===== config.mk =====
export PLATFORM = sky130hd
export DESIGN_NAME = framed_seven_bit_unpacker_core
export DESIGN_NICKNAME = d
export VERILOG_FILES = /design/src/hdl/fsbu_pkg.sv /design/src/hdl/framed_seven_bit_unpacker_core.sv
export SDC_FILE = /design/constraint.sdc
export NUM_CORES = 1
export LEC_CHECK = 0
export BUFFER_PORTS_ARGS = -buffer_cell sky130_fd_sc_hd__buf_2
export CAP_MARGIN = 40
export CORE_MARGIN = 2
export CORE_UTILIZATION = 55
export DETAILED_ROUTE_END_ITERATION = 10
export GPL_TIMING_DRIVEN = 1
export PLACE_DENSITY = 0.75
export SLEW_MARGIN = 0
export SYNTH_ARGS = -nofsm -noshare
export SYNTH_HDL_FRONTEND = slang
export SYNTH_SLANG_ARGS = --single-unit

===== constraint.sdc =====
create_clock -name clk -period 5.65 [get_ports clk]
set_clock_uncertainty 0.05 [all_clocks]
set_input_delay 0.8475 -clock clk [delete_from_list [all_inputs] [get_ports clk]]
set_output_delay 0.8475 -clock clk [all_outputs]
set_load 0.02 [all_outputs]

===== src/hdl/fsbu_pkg.sv =====
package fsbu_pkg;

	localparam int unsigned ByteW  = 8;
	localparam int unsigned CountW = 16;
	localparam int unsigned BitsPerByteIn = 7;
	localparam int unsigned PendW  = BitsPerByteIn;
	localparam int unsigned PendCntW = 3;

	localparam logic [ByteW-1:0] StartMarkerRst = 8'd0;
	localparam logic [ByteW-1:0] EndMarkerRst   = 8'd2;

	typedef enum logic [1:0] {
		KIND_DATA  = 2'd0,
		KIND_CLOSE = 2'd1,
		KIND_ABORT = 2'd2
	} kind_t;

	typedef enum logic {
		REG_START_MARKER = 1'b0,
		REG_END_MARKER   = 1'b1
	} reg_idx_t;

	typedef struct packed {
		logic [ByteW-1:0] in_byte;
		logic             buffer_end;
	} in_item_t;

	typedef struct packed {
		logic [ByteW-1:0]  out_byte;
		logic [1:0]        kind;
		logic [CountW-1:0] byte_count;
		logic              last;
	} out_item_t;

endpackage


===== src/hdl/framed_seven_bit_unpacker_core.sv =====
// A result is registered and appears on the output in the cycle after its request is accepted.
// Throughput: one request per cycle while the output is not stalled; a request that
// gives two results (a decoded byte followed by an abort) holds the input while the
// second result drains. The two-entry result register sets this figure.
// Reset (arst_n low, asynchronous): hunting for a start byte, no held bits, count zero,
// result register empty, markers back to start 0 and end 2.
module framed_seven_bit_unpacker_core
	import fsbu_pkg::*;
(
	input  logic      clk,
	input  logic      arst_n,
	input  logic      in_valid,
	output logic      in_stall,
	input  in_item_t  in_data,
	output logic      out_valid,
	input  logic      out_stall,
	output out_item_t out_data,
	input  logic      cfg_valid,
	output logic      cfg_ready,
	input  reg_idx_t  cfg_index,
	input  logic [ByteW-1:0] cfg_data
);

	logic [ByteW-1:0]    start_marker_q;
	logic [ByteW-1:0]    end_marker_q;
	logic                in_frame_q;
	logic [PendW-1:0]    bit_pending_q;
	logic [PendCntW-1:0] pend_cnt_q;
	logic [CountW-1:0]   frame_bytes_q;
	out_item_t           res_q [2];
	logic [1:0]          res_cnt_q;

	logic pop;
	logic accept;

	// Next-state and result logic for one request.
	logic                in_frame_d;
	logic [PendW-1:0]    bit_pending_d;
	logic [PendCntW-1:0] pend_cnt_d;
	logic [CountW-1:0]   frame_bytes_d;
	out_item_t           r0;
	out_item_t           r1;
	logic [1:0]          n_res;
	logic [2*PendW-1:0]  acc;
	logic [PendCntW-1:0] rem;
	logic [2*PendW-1:0]  shifted;
	logic [PendW-1:0]    rem_mask;

	assign cfg_ready = 1'b1;
	assign out_valid = (res_cnt_q != 2'd0);
	assign out_data  = res_q[0];
	assign pop       = out_valid && !out_stall;
	assign in_stall  = !((res_cnt_q == 2'd0) || ((res_cnt_q == 2'd1) && pop));
	assign accept    = in_valid && !in_stall;

	assign acc      = {bit_pending_q, in_data.in_byte[ByteW-1:1]};
	assign rem      = pend_cnt_q - PendCntW'(1);
	assign shifted  = acc >> rem;
	assign rem_mask = PendW'((8'd1 << rem) - 8'd1);

	always_comb begin
		in_frame_d    = in_frame_q;
		bit_pending_d = bit_pending_q;
		pend_cnt_d    = pend_cnt_q;
		frame_bytes_d = frame_bytes_q;
		r0            = '0;
		r1            = '0;
		n_res         = 2'd0;

		if (!in_frame_q) begin
			if (in_data.in_byte == start_marker_q) begin
				in_frame_d    = 1'b1;
				bit_pending_d = '0;
				pend_cnt_d    = '0;
				frame_bytes_d = '0;
			end
		end else if (in_data.in_byte == end_marker_q) begin
			r0.kind       = KIND_CLOSE;
			r0.byte_count = frame_bytes_q;
			n_res         = 2'd1;
			in_frame_d    = 1'b0;
			bit_pending_d = '0;
			pend_cnt_d    = '0;
			frame_bytes_d = '0;
		end else if (pend_cnt_q != '0) begin
			// Held bits plus seven new ones reach a full byte.
			if (frame_bytes_q != {CountW{1'b1}}) begin
				frame_bytes_d = frame_bytes_q + CountW'(1);
			end
			r0.out_byte   = shifted[ByteW-1:0];
			r0.kind       = KIND_DATA;
			r0.byte_count = frame_bytes_d;
			n_res         = 2'd1;
			bit_pending_d = acc[PendW-1:0] & rem_mask;
			pend_cnt_d    = rem;
		end else begin
			bit_pending_d = acc[PendW-1:0];
			pend_cnt_d    = PendCntW'(BitsPerByteIn);
		end

		if (in_data.buffer_end && in_frame_d) begin
			if (n_res == 2'd0) begin
				r0.kind       = KIND_ABORT;
				r0.byte_count = frame_bytes_d;
			end else begin
				r1.kind       = KIND_ABORT;
				r1.byte_count = frame_bytes_d;
			end
			n_res         = n_res + 2'd1;
			in_frame_d    = 1'b0;
			bit_pending_d = '0;
			pend_cnt_d    = '0;
			frame_bytes_d = '0;
		end

		if (n_res == 2'd2) begin
			r1.last = 1'b1;
		end else begin
			r0.last = 1'b1;
		end
	end

	always_ff @(posedge clk or negedge arst_n) begin
		if (!arst_n) begin
			start_marker_q <= StartMarkerRst;
			end_marker_q   <= EndMarkerRst;
		end else if (cfg_valid && cfg_ready) begin
			case (cfg_index)
				REG_START_MARKER: start_marker_q <= cfg_data;
				REG_END_MARKER:   end_marker_q   <= cfg_data;
				default: ;
			endcase
		end
	end

	always_ff @(posedge clk or negedge arst_n) begin
		if (!arst_n) begin
			in_frame_q    <= 1'b0;
			bit_pending_q <= '0;
			pend_cnt_q    <= '0;
			frame_bytes_q <= '0;
		end else if (accept) begin
			in_frame_q    <= in_frame_d;
			bit_pending_q <= bit_pending_d;
			pend_cnt_q    <= pend_cnt_d;
			frame_bytes_q <= frame_bytes_d;
		end
	end

	always_ff @(posedge clk or negedge arst_n) begin
		if (!arst_n) begin
			res_cnt_q <= 2'd0;
		end else if (accept) begin
			res_cnt_q <= n_res;
		end else if (pop) begin
			res_cnt_q <= res_cnt_q - 2'd1;
		end
	end

	// An accept always finds the result register drained, so it simply reloads both slots.
	always_ff @(posedge clk) begin
		if (accept) begin
			res_q[0] <= r0;
			res_q[1] <= r1;
		end else if (pop) begin
			res_q[0] <= res_q[1];
		end
	end

	a_res_cnt_range: assert property (@(posedge clk) disable iff (!arst_n)
		res_cnt_q != 2'd3)
		else $error("result register holds more than two entries");

	a_hunt_clean: assert property (@(posedge clk) disable iff (!arst_n)
		!in_frame_q |-> (pend_cnt_q == '0) && (frame_bytes_q == '0))
		else $error("frame state left over while hunting");

	a_buffer_end_closes: assert property (@(posedge clk) disable iff (!arst_n)
		accept && in_data.buffer_end |=> !in_frame_q)
		else $error("frame still open after buffer end");

	a_abort_is_last: assert property (@(posedge clk) disable iff (!arst_n)
		out_valid && (out_data.kind == KIND_ABORT) |-> out_data.last)
		else $error("abort result not marked last");

endmodule


==> impl_metrics.json, run 1 <==
{
  "status": "finished clean",
  "yosysWarnings": 0,
  "grt_pass1_vias": 4486,
  "fin_nets": 614,
  "finalCritPeriodShare_pct": 66.3,
  "hold_viol": 0,
  "num_vias": 4694,
  "final-seq-area_um2": 2480,
  "worst_slack_ps": 1900,
  "row_count": 36,
  "synth_seq_cells": 90,
  "fillerInstances": 801,
  "io_pins": 53,
  "fmax_mhz": 267,
  "clock_latency_ps": 370,
  "worstReg2RegStart": "pend_cnt_q[0]$_DFFE_PN0P_",
  "grt_overflow_total": 0,
  "power_frac_clock_pct": 22.1,
  "cp_max_fo": 25,
  "die_width_um": 104,
  "ctsHoldBuffers": 0,
  "routedWlPerCell_um": 19.9,
  "cts_resized": 0,
  "final_util_pct": 61.5,
  "r2r_slack_ps": 1900,
  "sw_frac_of_total_pct": 37.7,
  "drive_gt1_share_pct": 20.2,
  "cts-root-buf": "clkbuf_8",
  "die-area_um2": 10800,
  "routed_wl_mm": 14.3,
  "final_max_slew_viol_count": 0,
  "syn2layout_area_growth_pct": 8.96,
  "start_util_pct": 56.4,
  "antenna_cells": 0,
  "final_area_um2": 6010,
  "cap_violations": 0,
  "vdd_drop_max_mv": 0.265,
  "htreeDepth": 3,
  "core_area_um2": 9770,
  "syn_area_per_cell_um2": 10.1,
  "dr.first_iter.drc_count": 526,
  "seqPwrFrac_pct": 41.6,
  "grt_usage_pct": 27.2,
  "via_per_inst": 6.55,
  "rr_worst_depth": 9,
  "intPower_mw": 1.37,
  "leakagePower_nw": 2.30,
  "antenna_found_initial": 0,
  "synth_nets": 582,
  "endpoint_kind": "register",
  "hold_class": "input port to asynchronous set/reset pin",
  "clock_path_buffers": 2,
  "synth_area_um2": 5520,
  "synthFlopType": "edfxtp_1",
  "setup_violations": 0,
  "rsz0062_at_grt": "no",
  "final.setup.tns_ps": 0,
  "clock_sinks": 90,
  "dr.pass1.iters": 5,
  "worstPathArrival_ps": 3810,
  "grt_pass1_wl_mm": 23.5,
  "cts_made_buffers": 9,
  "grt_max_degree": 33,
  "ant_nets": 0,
  "period_needed_ps": 3750,
  "pwr_density_cell_nw_per_um2": 366,
  "tightestPinTransition_ps": 878,
  "yosysSeqAreaShare_pct": 44.9,
  "multiInputGateArea_um2": 2730,
  "clkTransAtPathRegs_ps": 90,
  "syn_inst": 547,
  "hpwl_mm": 9.65,
  "dp_slack_ps": 1630,
  "async_flop_share_pct": 50.0,
  "crit_required_ps": 5720,
  "drc": 0,
  "cts_setup_buffers": 0,
  "io_buffers": 51,
  "die_y_um": 104,
  "worstSetupStartpointType": "register",
  "path_class": "register to register",
  "p_comb_share_pct": 36.3,
  "p_switching_mw": 0.829,
  "r2r_end": "res_q[0][1]$_DFFE_PP_",
  "placed_area_um2": 5790,
  "slew_headroom_pct": 41.3,
  "gp_congestion": 0.931,
  "cts_tree": "yes",
  "synth-edff-count": 45,
  "ys_types": 72
}
## Yosys cell counts (all sizes together) (2+ instances only)
cell type / n / area share [%]
o221ai: 3 / 0.48
dfrtp: 44 / 20
inv: 18 / 1.2
and3: 7 / 0.82
a31o: 2 / 0.32
a32o: 8 / 1.5
clkbuf: 30 / 3.0
a21o: 3 / 0.43
or4: 2 / 0.34
o22ai: 7 / 0.79
a211oi: 6 / 0.91
mux2: 21 / 4.3
a21oi: 33 / 3.0
ha: 12 / 2.7
o2111ai: 2 / 0.32
o211ai: 11 / 1.5
a221o: 3 / 0.54
mux2i: 12 / 2.2
a21boi: 3 / 0.41
o21ai: 37 / 3.6
nand4: 8 / 0.91
and2: 5 / 0.57
mux4: 4 / 1.6
nand2: 50 / 3.4
xnor2: 13 / 2.1
nand3: 13 / 1.4
xor2: 9 / 1.4
a32oi: 5 / 0.79
o21a: 2 / 0.27
or3: 5 / 0.61
nor3b: 2 / 0.27
a22oi: 8 / 1.2
nor3: 19 / 1.7
nand2b: 2 / 0.23
o31ai: 3 / 0.41
edfxtp: 45 / 25
a22o: 7 / 1.1
nor2b: 2 / 0.23
nor2: 41 / 2.9
buf: 10 / 1.3
nor4: 6 / 1.1
a31oi: 11 / 1.2
## power by group through the flow
stage          sequential, mW  combinational [mW]  clock (mW)
6_report                0.916               0.799       0.485
5_1_grt                 0.932               0.861       0.510
4_1_cts                 0.916               0.788       0.488
3_5_place_dp            0.929               0.786           0
3_3_place_gp            0.925               0.769           0
2_1_floorplan            1.01               0.464           0
## cell usage in the layout (no fill, tap or decap), types with 13 or more instances in the layout
| cell type | instances |
|---|---|
| dfrtp_1 | 44 |
| nor3_1 | 19 |
| buf_2 | 52 |
| o21ai_0 | 35 |
| edfxtp_1 | 45 |
| a21oi_1 | 33 |
| nand2_1 | 50 |
| mux2_2 | 21 |
| xnor2_1 | 13 |
| nor2_1 | 39 |
| inv_1 | 18 |
## cell families after synthesis
kind of cell | after synthesis | share of synthesized area (%)
simple gates | 166 | 15.1
other cells | 1 | 0.0680
compound gates | 161 | 20.1
mux | 37 | 8.10
flops | 90 | 44.9
xor+xnor | 22 | 3.49
buf+inv | 58 | 5.49
fa+ha+maj | 12 | 2.72
## layout make-up
class / instances / area share (%)
multi-input combinational: 399 / 45.5
inverter: 18 / 1.12
tap: 133 / 2.77
timing repair buffer: 61 / 5.66
clock buffer: 16 / 3.71
sequential: 90 / 41.2
## critical path, cell delays in order (launching register included)
cell and delay [ps]:
dfrtp_1 910, inv_1 210, ha_1 330, inv_1 110, nor2_1 60, buf_4 230
a21oi_1 610, o21ai_0 280, mux2_2 340, a221o_1 330
## registers in the layout (all words and copies together) (netlist names)
register        flops
res_cnt_q           2
start_marker_q      8
frame_bytes_q      16
bit_pending_q       7
pend_cnt_q          3
res_q              45
end_marker_q        8
in_frame_q          1
## worst max path at each step
stage,from,end,slack [ps],depth (start not counted)
after CTS,in_data[8],res_q[1][15]$_SDFFCE_PN0P_,2020,10
final,pend_cnt_q[0]$_DFFE_PN0P_,res_q[0][1]$_DFFE_PP_,1900,9
after global placement,in_data[8],res_q[1][15]$_SDFFCE_PN0P_,1750,9
after floorplan,pend_cnt_q[0]$_DFFE_PN0P_,bit_pending_q[4]$_DFFE_PN0P_,2250,11
after detailed placement,in_data[8],res_q[1][15]$_SDFFCE_PN0P_,1630,10
after global routing,pend_cnt_q[0]$_DFFE_PN0P_,res_q[0][1]$_DFFE_PP_,1770,9
## stage by stage
stage / hold WS [ps] / total power, mW / cells
2_1_floorplan: 430 / 1.48 / 547
3_3_place_gp: 452 / 1.69 / 698
3_5_place_dp: 460 / 1.72 / 701
4_1_cts: 337 / 2.19 / 717
5_1_grt: 344 / 2.30 / 717
6_report: 330 / 2.20 / 717
## layer usage
layer | GRT usage [%] | vias to the layer above | wire length, um
li1 | - | 2114 | -
met1 | 39.5 | 2245 | 6170
met2 | 40.3 | 308 | 6390
met3 | 6.58 | 27 | 1470
met4 | 8.40 | 0 | 266
met5 | 0 | - | 0
Note: power is estimated with default switching activity, not from simulation.
==> inputs of run 2 (changes only) <==
==> constraint.sdc (replaced) <==
create_clock -name clk -period 3.5 [get_ports clk]
set_clock_uncertainty 0.05 [all_clocks]
set_input_delay 0.525 -clock clk [delete_from_list [all_inputs] [get_ports clk]]
set_output_delay 0.525 -clock clk [all_outputs]
set_load 0.02 [all_outputs]
==> impl_metrics.json, run 2 (same netlist as run 1, synthesis figures left out) <==
{
  "drc": 0,
  "clock_latency_ps": 360,
  "hold_class": "input port to asynchronous set/reset pin",
  "gp_congestion": 0.969,
  "power_mw": 3.45,
  "worstReg2RegStart": "frame_bytes_q[0]$_DFFE_PN0P_",
  "worstSetupStartpointType": "register",
  "syn2layout_area_growth_pct": 9.87,
  "clkTransAtPathRegs_ps": 80,
  "period_needed_ps": 2950,
  "io_pins": 53,
  "row_count": 36,
  "fillerInstances": 826,
  "startpoint": "frame_bytes_q[0]$_DFFE_PN0P_",
  "largest_reg_flops": 45,
  "clock_path_buffers": 2,
  "grt_pass1_vias": 4536,
  "final_util_pct": 62.0,
  "status": "finished clean",
  "cts_tree": "yes",
  "r2r_slack_ps": 550,
  "htreeDepth": 3,
  "worst_slack_ps": 549,
  "largest-register": "res_q",
  "worstPathArrival_ps": 3010,
  "cp_max_fo": 10,
  "antenna_found_initial": 0,
  "reg_top3": "res_q x45, frame_bytes_q x16",
  "drive_gt1_share_pct": 21.8,
  "slew_headroom_pct": 48.6,
  "die_y_um": 104,
  "grt_overflow_total": 0,
  "routed_wl_mm": 14.6,
  "hold_viol": 0,
  "crit_required_ps": 3560,
  "cts_made_buffers": 9,
  "path_class": "register to register",
  "clock_sinks": 90,
  "r2r_end": "res_q[0][1]$_DFFE_PP_",
  "rr_worst_depth": 7,
  "final.setup.tns_ps": 0,
  "dp_slack_ps": 470,
  "dr.first_iter.drc_count": 492,
  "antenna_cells": 0,
  "fin_nets": 627,
  "tightestPinTransition_ps": 769,
  "die_width_um": 104,
  "start_util_pct": 56.4,
  "final_common_cell": "buf_2",
  "final_max_slew_viol_count": 0,
  "leakagePower_nw": 2.34,
  "cts_resized": 0,
  "routedWlPerCell_um": 20.0,
  "rsz0062_at_grt": "no",
  "grt_pass1_wl_mm": 23.9,
  "grt_max_degree": 34,
  "setup_violations": 0,
  "cap_violations": 0,
  "core_area_um2": 9770,
  "final_cell_mix": "buf_2 (52), nand2_1 (50), edfxtp_1 (45), dfrtp_1 (44), nor2_1 (39)",
  "ant_nets": 0,
  "fmax_mhz": 339,
  "cts_setup_buffers": 0,
  "grt_usage_pct": 28.0,
  "num_vias": 4685,
  "io_buffers": 51,
  "cts-root-buf": "clkbuf_8",
  "ctsHoldBuffers": 0,
  "dr.pass1.iters": 6,
  "die-area_um2": 10800,
  "finalCritPeriodShare_pct": 84.3,
  "via_per_inst": 6.42,
  "vdd_drop_max_mv": 0.601,
  "pwr_density_cell_nw_per_um2": 570,
  "setup.worst_path.end": "res_q[0][1]$_DFFE_PP_",
  "hpwl_mm": 10.2,
  "endpoint_kind": "register"
}
## run 2: worst min path at each step
stage,endpoint,slack (ps),cells past startpoint
after floorplan,bit_pending_q[0]$_DFFE_PN0P_,180,0
final,end_marker_q[0]$_DFFE_PN0P_,20,1
after global placement,bit_pending_q[2]$_DFFE_PN0P_,450,1
after CTS,end_marker_q[0]$_DFFE_PN0P_,10,1
after detailed placement,start_marker_q[7]$_DFFE_PN0P_,410,1
after global routing,start_marker_q[7]$_DFFE_PN0P_,20,1
## run 2: final cells by class
| cell class | instances | area, um^2 | share of cell area, % |
|---|---|---|---|
| clock inverters | 3 | 15.0 | 0.248 |
| flip-flops and latches | 90 | 2480 | 40.9 |
| well taps | 133 | 166 | 2.75 |
| clock buffers | 13 | 160 | 2.64 |
| repair buffers | 74 | 438 | 7.23 |
| inverters | 18 | 67.6 | 1.12 |
| multi-input cells | 399 | 2730 | 45.1 |
## run 2: power by group
part	leakage, nW	internal [mW]	total (mW)	switching, mW
Sequential	1.03	1.38	1.47	0.0889
Clock	0.0923	0.299	0.657	0.358
Combinational	1.22	0.450	1.32	0.874
Total	2.34	2.13	3.45	1.32
## run 2: routing by layer
metal  up-vias  GRT usage, %  part of all wire (%)
met2       248          41.9                    46
met4         0          9.94                   2.3
met1      2263          40.6                    42
li1       2144             -                     -
met3        30          5.45                   9.5
met5         -             0                     0
## run 2: worst max-delay path: stages (launching register included)
cell and delay [ps]:
dfrtp_1 510, ha_1 310, nand3_1 200, or4_4 640, o21ai_4 280, nor2_2 100, mux2_2 290, a221o_1 320
## run 2: metrics by stage
stage               hold WS (ps)  std cells  area [um^2]
CTS                         13.3        730         6060
floorplan                    179        547         5520
global placement             453        712         5860
global route                22.4        730         6060
detailed placement           406        714         5880
finish                      16.6        730         6060
